<file path="config.mk">
export PLATFORM = sky130hd
export DESIGN_NAME = crc32_parity_frame_checker_core
export DESIGN_NICKNAME = d
export VERILOG_FILES = /design/src/design/crcpf_pkg.sv /design/src/design/crcpf_in_stage.sv /design/src/design/crcpf_engine.sv /design/src/design/crcpf_out_stage.sv /design/src/design/crc32_parity_frame_checker_core.sv
export VERILOG_INCLUDE_DIRS = /design/src /design/src/design
export SDC_FILE = /design/constraint.sdc
export NUM_CORES = 1
export LEC_CHECK = 0
export BUFFER_PORTS_ARGS = -buffer_cell sky130_fd_sc_hd__buf_2
export CORE_ASPECT_RATIO = 0.5
export CORE_MARGIN = 2
export CORE_UTILIZATION = 60
export DETAILED_ROUTE_END_ITERATION = 8
export GPL_TIMING_DRIVEN = 0
export PLACE_DENSITY = 0.79
export SLEW_MARGIN = 25
export SYNTH_ARGS = -nofsm -noshare
export SYNTH_HDL_FRONTEND = slang
export SYNTH_SLANG_ARGS = --single-unit
export TNS_END_PERCENT = 10
</file>
<file path="constraint.sdc">
create_clock -name clk -period 9.5 [get_ports clk]
set_input_delay 1.9 -clock clk [delete_from_list [all_inputs] [get_ports clk]]
set_output_delay 1.9 -clock clk [all_outputs]
set_load 0.005 [all_outputs]
</file>
<file path="src/design/crc32_parity_frame_checker_core_defines.svh">
// ----------------------------------------------------------------------------
// CRC-32 / parity frame checker - assertion macros
// Concurrent checks clocked on clk, disabled while rst_n is low.
// ----------------------------------------------------------------------------
`ifndef CRC32_PARITY_FRAME_CHECKER_CORE_DEFINES_SVH
`define CRC32_PARITY_FRAME_CHECKER_CORE_DEFINES_SVH

// condition holds at every edge
`define CRCPF_ASSERT(lbl, cond, msg) \
    lbl: assert property (@(posedge clk) disable iff (!rst_n) (cond)) else $error(msg);

// antecedent implies consequent at the next edge
`define CRCPF_ASSERT_NEXT(lbl, ante, cons, msg) \
    lbl: assert property (@(posedge clk) disable iff (!rst_n) (ante) |=> (cons)) \
        else $error(msg);

`endif

</file>
<file path="src/design/crcpf_pkg.sv">
// ----------------------------------------------------------------------------
// CRC-32 / parity frame checker - package
// Beat types, register codes and the single-bit CRC update.
// ----------------------------------------------------------------------------
`default_nettype none

package crcpf_pkg;

    localparam int unsigned CHECK_WIDTH = 32;
    localparam logic [CHECK_WIDTH-1:0] POLY_LOW = 32'h04C1_1DB7;
    localparam logic [3:0] MAX_BITS = 4'd8;

    localparam logic [1:0] MODE_EVEN    = 2'd0;
    localparam logic [1:0] MODE_ODD     = 2'd1;
    localparam logic [1:0] MODE_CRC     = 2'd2;
    localparam logic [1:0] MODE_CRC_ALT = 2'd3;

    localparam logic DIR_GENERATE = 1'b0;
    localparam logic DIR_VERIFY   = 1'b1;

    localparam logic REG_CHECK_MODE = 1'b0;
    localparam logic REG_DIRECTION  = 1'b1;

    typedef struct packed {
        logic [7:0] data_bits;
        logic [3:0] bit_count;
        logic       last;
    } in_beat_t;

    typedef struct packed {
        logic [CHECK_WIDTH-1:0] check_value;
        logic                   error;
    } out_beat_t;

    typedef struct packed {
        logic [1:0] check_mode;
        logic       direction;
    } cfg_t;

    function automatic logic [CHECK_WIDTH-1:0] crc_bit(
        input logic [CHECK_WIDTH-1:0] rem,
        input logic                   b,
        input logic                   dir
    );
        logic                   top;
        logic [CHECK_WIDTH-1:0] sh;
        top = rem[CHECK_WIDTH-1];
        if (dir == DIR_GENERATE)
        begin
            sh = {rem[CHECK_WIDTH-2:0], 1'b0};
            if (top ^ b)
            begin
                sh = sh ^ POLY_LOW;
            end
        end
        else
        begin
            sh = {rem[CHECK_WIDTH-2:0], b};
            if (top)
            begin
                sh = sh ^ POLY_LOW;
            end
        end
        return sh;
    endfunction

endpackage

`default_nettype wire

</file>
<file path="src/design/crcpf_in_stage.sv">
// ----------------------------------------------------------------------------
// CRC-32 / parity frame checker - input register
// Holds one beat; a final beat waits here while the result slot is full.
// ----------------------------------------------------------------------------
`default_nettype none

module crcpf_in_stage (
    input  wire                 clk,
    input  wire                 rst_n,
    input  wire                 in_valid,
    output logic                in_ready,
    input  crcpf_pkg::in_beat_t in_data,
    input  wire                 out_free,
    output logic                advance,
    output crcpf_pkg::in_beat_t item
);

    logic                s1_valid_reg;
    logic                s1_valid_next;
    crcpf_pkg::in_beat_t s1_item_reg;

    assign advance       = s1_valid_reg && (!s1_item_reg.last || out_free);
    assign in_ready      = !s1_valid_reg || advance;
    assign s1_valid_next = (in_valid && in_ready) ? 1'b1 : (advance ? 1'b0 : s1_valid_reg);
    assign item          = s1_item_reg;

    always_ff @(posedge clk or negedge rst_n)
    begin
        if (!rst_n)
        begin
            s1_valid_reg <= 1'b0;
        end
        else
        begin
            s1_valid_reg <= s1_valid_next;
        end
    end

    always_ff @(posedge clk)
    begin
        if (in_valid && in_ready)
        begin
            s1_item_reg <= in_data;
        end
    end

endmodule

`default_nettype wire

</file>
<file path="src/design/crcpf_engine.sv">
// ----------------------------------------------------------------------------
// CRC-32 / parity frame checker - accumulator engine
// Eight-bit unrolled CRC and parity update; builds the frame result.
// ----------------------------------------------------------------------------
`default_nettype none

module crcpf_engine (
    input  wire                  clk,
    input  wire                  rst_n,
    input  wire                  advance,
    input  crcpf_pkg::in_beat_t  item,
    input  crcpf_pkg::cfg_t      cfg,
    output crcpf_pkg::out_beat_t result
);

    logic [crcpf_pkg::CHECK_WIDTH-1:0] rem_reg;
    logic [crcpf_pkg::CHECK_WIDTH-1:0] rem_next;
    logic                              par_reg;
    logic                              par_next;
    logic [3:0]                        nbits;
    logic                              p;
    logic                              is_crc;

    assign nbits  = (item.bit_count > crcpf_pkg::MAX_BITS) ? crcpf_pkg::MAX_BITS
                                                           : item.bit_count;
    assign is_crc = cfg.check_mode inside {crcpf_pkg::MODE_CRC, crcpf_pkg::MODE_CRC_ALT};

    always_comb
    begin
        rem_next = rem_reg;
        par_next = par_reg;
        for (int i = 0; i < 8; i++)
        begin
            if (4'(i) < nbits)
            begin
                rem_next = crcpf_pkg::crc_bit(rem_next, item.data_bits[7-i], cfg.direction);
                par_next = par_next ^ item.data_bits[7-i];
            end
        end
    end

    assign p = par_next ^ (cfg.check_mode == crcpf_pkg::MODE_ODD);

    always_comb
    begin
        if (is_crc)
        begin
            result.check_value = rem_next;
            result.error       = (cfg.direction == crcpf_pkg::DIR_VERIFY) && (rem_next != '0);
        end
        else
        begin
            result.check_value = {{(crcpf_pkg::CHECK_WIDTH-1){1'b0}}, p};
            result.error       = (cfg.direction == crcpf_pkg::DIR_VERIFY) && p;
        end
    end

    always_ff @(posedge clk or negedge rst_n)
    begin
        if (!rst_n)
        begin
            rem_reg <= '0;
            par_reg <= 1'b0;
        end
        else if (advance)
        begin
            rem_reg <= item.last ? '0 : rem_next;
            par_reg <= item.last ? 1'b0 : par_next;
        end
    end

endmodule

`default_nettype wire

</file>
<file path="src/design/crcpf_out_stage.sv">
// ----------------------------------------------------------------------------
// CRC-32 / parity frame checker - result register
// One-entry output slot for the end-of-frame result.
// ----------------------------------------------------------------------------
`default_nettype none

module crcpf_out_stage (
    input  wire                  clk,
    input  wire                  rst_n,
    input  wire                  load,
    input  crcpf_pkg::out_beat_t result,
    output logic                 out_free,
    output logic                 out_valid,
    input  wire                  out_ready,
    output crcpf_pkg::out_beat_t out_data
);

    logic                 out_valid_reg;
    logic                 out_valid_next;
    crcpf_pkg::out_beat_t out_data_reg;

    assign out_free       = !out_valid_reg || out_ready;
    assign out_valid_next = load ? 1'b1 : (out_ready ? 1'b0 : out_valid_reg);
    assign out_valid      = out_valid_reg;
    assign out_data       = out_data_reg;

    always_ff @(posedge clk or negedge rst_n)
    begin
        if (!rst_n)
        begin
            out_valid_reg <= 1'b0;
        end
        else
        begin
            out_valid_reg <= out_valid_next;
        end
    end

    always_ff @(posedge clk)
    begin
        if (load)
        begin
            out_data_reg <= result;
        end
    end

endmodule

`default_nettype wire

</file>
<file path="src/design/crc32_parity_frame_checker_core.sv">
// ----------------------------------------------------------------------------
// CRC-32 / parity frame checker - top level
// Streams frame beats of up to eight bits, emits parity or CRC-32 per frame.
// ----------------------------------------------------------------------------
// One beat is taken every cycle unless a final beat is held in the input register;
// a frame result is offered from the result register in the cycle after its
// final beat leaves the input register. The path holds two registers, the
// input register and the result register; the eight-step unrolled CRC update
// sits between them. A final beat holds in the input register only while an
// earlier result is still waiting to be taken.
`default_nettype none

`include "crc32_parity_frame_checker_core_defines.svh"

module crc32_parity_frame_checker_core (
    input  wire                  clk,
    input  wire                  rst_n,
    input  wire                  in_valid,
    output logic                 in_ready,
    input  crcpf_pkg::in_beat_t  in_data,
    output logic                 out_valid,
    input  wire                  out_ready,
    output crcpf_pkg::out_beat_t out_data,
    input  wire                  cfg_we,
    input  wire                  cfg_index,
    input  wire [1:0]            cfg_wdata
);

    crcpf_pkg::cfg_t      cfg_reg;
    crcpf_pkg::in_beat_t  item;
    crcpf_pkg::out_beat_t result;
    logic                 advance;
    logic                 out_free;

    always_ff @(posedge clk or negedge rst_n)
    begin
        if (!rst_n)
        begin
            cfg_reg.check_mode <= crcpf_pkg::MODE_EVEN;
            cfg_reg.direction  <= crcpf_pkg::DIR_GENERATE;
        end
        else if (cfg_we)
        begin
            case (cfg_index)
                crcpf_pkg::REG_CHECK_MODE: cfg_reg.check_mode <= cfg_wdata;
                crcpf_pkg::REG_DIRECTION:  cfg_reg.direction  <= cfg_wdata[0];
                default: ;
            endcase
        end
    end

    crcpf_in_stage u_in (
        .clk      (clk),
        .rst_n    (rst_n),
        .in_valid (in_valid),
        .in_ready (in_ready),
        .in_data  (in_data),
        .out_free (out_free),
        .advance  (advance),
        .item     (item)
    );

    crcpf_engine u_engine (
        .clk     (clk),
        .rst_n   (rst_n),
        .advance (advance),
        .item    (item),
        .cfg     (cfg_reg),
        .result  (result)
    );

    crcpf_out_stage u_out (
        .clk       (clk),
        .rst_n     (rst_n),
        .load      (advance && item.last),
        .result    (result),
        .out_free  (out_free),
        .out_valid (out_valid),
        .out_ready (out_ready),
        .out_data  (out_data)
    );

    `CRCPF_ASSERT(a_stall_only_on_final,
                  !(!in_ready && !(item.last && out_valid && !out_ready)),
                  "input stalled without a pending result")
    `CRCPF_ASSERT(a_ready_when_slot_empty, out_valid || in_ready,
                  "input not ready with empty result slot")
    `CRCPF_ASSERT_NEXT(a_result_follows_final, advance && item.last, out_valid,
                       "final beat gave no result")

endmodule

`default_nettype wire

</file>
==> impl_summary.log <==
INFO  metric holdCritPathClass = flip-flop to flip-flop
INFO  metric regToRegStartpoint = cfg_reg[0]$_DFFE_PN0P_
INFO  metric clock-skew-final = between 0.008 and 0.009 ns
INFO  metric gr-total-overflow = 0
INFO  metric crit_path_max_incr_delay = about 0.87 ns
INFO  metric power_density = about 430 mW/mm^2
INFO  metric final_period_demand_of_the_worst_path = 5.86 ns
INFO  metric setup.worst_path.start_class = flip-flop
INFO  metric yosys.area_share.xor_xnor = between 20 and 25%
INFO  metric final_hold_viol_count = 0
INFO  metric timing_worst_setup_path_type = flip-flop to flip-flop
INFO  metric post_detailed_route_via_to_cell_ratio = about 7.4
INFO  metric timing.final.ws_setup = 3.64 ns
INFO  metric nNetsFinal = 1031
INFO  metric mappedNetlistArea = 0.00846 mm^2
INFO  metric clkTransAtPathRegs = 0.07 ns
INFO  metric detailedPlacementHpwl = ~28000 um
INFO  metric timing.critical_path.slowest_stage_cell = sky130_fd_sc_hd__a211oi_1
INFO  metric r2r.worst_path.cells = 14
INFO  metric synth.top_cell.area_share = ~16%
INFO  metric largest_register_ff_count = 33
INFO  metric routability_congestion = approximately 1.1
INFO  metric syn-num-nets = around 960
INFO  metric core = roughly 0.014 mm^2
INFO  metric grt_pass1_vias = about 7900
INFO  metric holdCritStartpoint = cfg_reg[1]$_DFFE_PN0P_
INFO  metric end_kind = flip-flop
INFO  metric antenna_fix_cells = 0
INFO  metric io_buffer_count = 55
INFO  metric synth_cells = 943
INFO  metric slew_viol_final = 0
INFO  metric dr_total_vias = around 8900
INFO  metric cts_max_level = 3
INFO  metric cap_viol_max_count = 0
INFO  metric wl_per_cell = roughly 30 um
INFO  metric cp_top_family = compound AO/OA/AOI/OAI gates
INFO  metric die_height = around 90 um
INFO  metric compound_gate_fraction_of_synth_area = between 20% and 30%
INFO  metric required = ~9.6 ns
INFO  metric clkSinkCount = 84
INFO  metric synth_cell_types = 84
INFO  metric core.rowCount = 30
INFO  metric cts-buffers-inserted = 9
INFO  metric synth_seq_area_share = about 28%
INFO  metric hold_path_end = cfg_reg[1]$_DFFE_PN0P_
INFO  metric postCtsHoldBufs = 0
INFO  metric synth_simple_gate_area_share = between 10% and 20%
INFO  metric grt_setup_unrepaired = no
INFO  metric reg2reg_setup_slack = roughly 3.6 ns
INFO  metric horiz_die_dim = around 170 um
INFO  metric finalCritPeriodShare = roughly three fifths
INFO  metric worstSkewPairLatency = roughly 0.36 ns
INFO  metric synth-seq-cells = 84
INFO  metric synth_async_sr_flop_share = around 45%
INFO  metric finalSetupViolations = 0
INFO  metric pin_count_of_the_biggest_net_entering_global_routing = 39
INFO  metric synth_warnings = 0
INFO  metric outcome = completed
INFO  metric area_growth = 10.1%
INFO  metric post-cts-setup-buffers = 0
INFO  metric ys_dominant_reg_cell = sky130_fd_sc_hd__edfxtp_1
INFO  metric grt_pass1_wl = roughly 52000 um
INFO  metric cp_cell_sequence = clkbuf_1, nor2b_1, buf_1, nand3_1, mux2i_1, a211oi_1, mux2i_1, a21oi_1, a2111o_1, a221oi_2, nand4_1, or4_1, and4bb_1, a31oi_1
INFO  metric slew_headroom = 21.3%
INFO  metric regToRegEndpoint = u_out.out_data[0]$_DFFE_PP_
INFO  metric first_pass_iters = 6
INFO  metric library_cell_with_the_largest_summed_area_after_synthesis = sky130_fd_sc_hd__edfxtp_1
INFO  metric clock_tree.buffer_depth = 2
INFO  metric cp_max_fo = 10
INFO  metric remaining_drc_errors = 0
INFO  metric achievable-frequency = ~170 MHz
INFO  metric cell_repeated_most_along_the_worst_path = sky130_fd_sc_hd__mux2i_1
INFO  metric grtUsageTotal = 48.7%
INFO  metric post-place-ws = 4.10 ns
INFO  metric ys_top_cells_by_area = sky130_fd_sc_hd__edfxtp_1, sky130_fd_sc_hd__xnor2_1, sky130_fd_sc_hd__dfrtp_1, sky130_fd_sc_hd__xnor3_1, sky130_fd_sc_hd__mux2i_1
INFO  metric buffering_stage_count_on_the_worst_path_with_inverters_included = 2
INFO  metric cts_resized = 0
INFO  metric synth.avg_cell_area = 8.97 um^2
INFO  metric pin_count = between 50 and 60
INFO  metric number_of_antenna_violations_at_the_first_check_in_global_routing = 2
INFO  metric ir_drop = around 0.00018 V
INFO  metric total_leakage_power = roughly 3.6 nW
INFO  metric synth-adder-area-share = 0%
INFO  metric die_area = ~0.015 mm^2
INFO  metric timing.hold.worst_path_depth = 1
INFO  metric tritoncts = yes
INFO  metric muxShareOfSynthArea = 7.94%
INFO  metric floorplan.initialDensity = just over 60%
INFO  metric wirelength = 36300 um
INFO  metric crit_arrival = between 5 and 6 ns
INFO  metric timing.setup.tns = 0 ns
INFO  metric numPlacedInstances = 1191
INFO  metric largest_family_of_logic_cells_by_synthesized_area = compound AO/OA/AOI/OAI gates
INFO  metric ctsRootBufferMaster = sky130_fd_sc_hd__clkbuf_16
INFO  metric synth_enable_flop_cells = 46
INFO  metric drt_iter0_markers = 1790
INFO  metric finalNonFillerCells = 1207
INFO  metric final_antenna_violating_net_count = 0
INFO  metric fraction_of_layout_instances_using_a_drive_strength_above_1 = around 14%
INFO  metric tightestPinTransition = approximately 1.2 ns
==> cell usage after synthesis (all sizes together) (7+ instances only) <==
library cell and count:
o21ai 67, xor2 36, mux2 9, a22oi 11
and3 8, nor3 12, a21oi 48, o221ai 8
inv 8, a211oi 19, a2bb2oi 7, dfrtp 38
nand3 18, a22o 21, nand2b 7, xnor3 20
xnor2 120, o211ai 17, a221oi 17, clkbuf 49
buf 28, nor2 78, o22ai 8, nor2b 20
edfxtp 46, nand2 81, mux2i 45, and2 21
==> cell families (layout without fill, tap and decap cells) <==
kind of cell,Yosys count,after routing
AOI/OAI and AO/OA,267,267
DFF,84,84
buffers and inverters,87,159
muxes,59,59
and+or+nand+nor,270,270
xor gates and xnor gates,176,176
==> routing by layer <==
layer	GRT usage, %	up-vias	wire (um)
met2	66.0	891	13600
li1	-	3585	-
met1	65.9	4211	13900
met4	13.1	2	1390
met5	0	-	43
met3	27.9	183	7440
==> cell usage in the layout, fill, tap and decap left out, types with 21 or more instances in the layout <==
cell                       count
sky130_fd_sc_hd__xnor2_1     115
sky130_fd_sc_hd__nand2_1      81
sky130_fd_sc_hd__nor2_1       76
sky130_fd_sc_hd__buf_2        70
sky130_fd_sc_hd__o21ai_0      62
sky130_fd_sc_hd__clkbuf_1     49
sky130_fd_sc_hd__a21oi_1      47
sky130_fd_sc_hd__edfxtp_1     46
sky130_fd_sc_hd__mux2i_1      43
sky130_fd_sc_hd__dfrtp_1      38
sky130_fd_sc_hd__xor2_1       35
sky130_fd_sc_hd__and2_1       21
sky130_fd_sc_hd__a22o_1       21
==> per-stage QoR <==
step | util (%) | power (W) | area (um^2) | hold slack [ns]
floorplan | - | 0.00258 | 8460 | 0.487
global placement | 65.7 | 0.00331 | 8980 | 0.514
detailed placement | 65.9 | 0.00336 | 9010 | 0.554
CTS | 68.1 | 0.00375 | 9310 | 0.579
global route | 68.2 | 0.00404 | 9310 | 0.604
finish | 68.2 | 0.00396 | 9310 | 0.586
==> cell type report <==
type / instances / area [um^2]
Buffer: 77 / 328
Clock buffer: 9 / 225
Clock inverter: 7 / 76.3
Fill cell: 1138 / 4350
Inverter: 10 / 38.8
Multi-Input combinational cell: 772 / 5770
Sequential cell: 84 / 2330
Tap cell: 192 / 240
Timing Repair Buffer: 56 / 298
==> report_power, final <==
part / switching [W] / internal [W] / leakage, nW
Combinational: 0.00179 / 0.00114 / 2.51
Clock: 0.000188 / 0.000188 / 0.149
Sequential: 0.000157 / 0.000493 / 0.934
Total: 0.00214 / 0.00182 / 3.60
==> worst max-delay path by stage <==
stage | startpoint | to | slack (ns) | depth (start not counted)
floorplan | u_in.item[12]$_DFFE_PP_ | u_out.out_data[0]$_DFFE_PP_ | 5.29 | 14
global placement | u_in.item[3]$_DFFE_PP_ | u_out.out_data[0]$_DFFE_PP_ | 3.80 | 14
detailed placement | cfg_reg[0]$_DFFE_PN0P_ | u_out.out_data[0]$_DFFE_PP_ | 4.10 | 14
CTS | cfg_reg[0]$_DFFE_PN0P_ | u_out.out_data[0]$_DFFE_PP_ | 4.08 | 14
global route | cfg_reg[0]$_DFFE_PN0P_ | u_out.out_data[0]$_DFFE_PP_ | 3.72 | 14
finish | cfg_reg[0]$_DFFE_PN0P_ | u_out.out_data[0]$_DFFE_PP_ | 3.64 | 14
==> worst register-to-register path: cells and delay by family, from the launching register on <==
| family | cells | cell delay [ns] |
|---|---|---|
| AO/OA/AOI/OAI | 5 | 2.02 |
| buffers and inverters | 2 | 1.08 |
| flip-flops | 1 | 0.60 |
| multiplexers | 2 | 0.51 |
| AND/OR/NAND/NOR | 5 | 1.38 |
No activity file was read; power rests on OpenSTA's default activity.
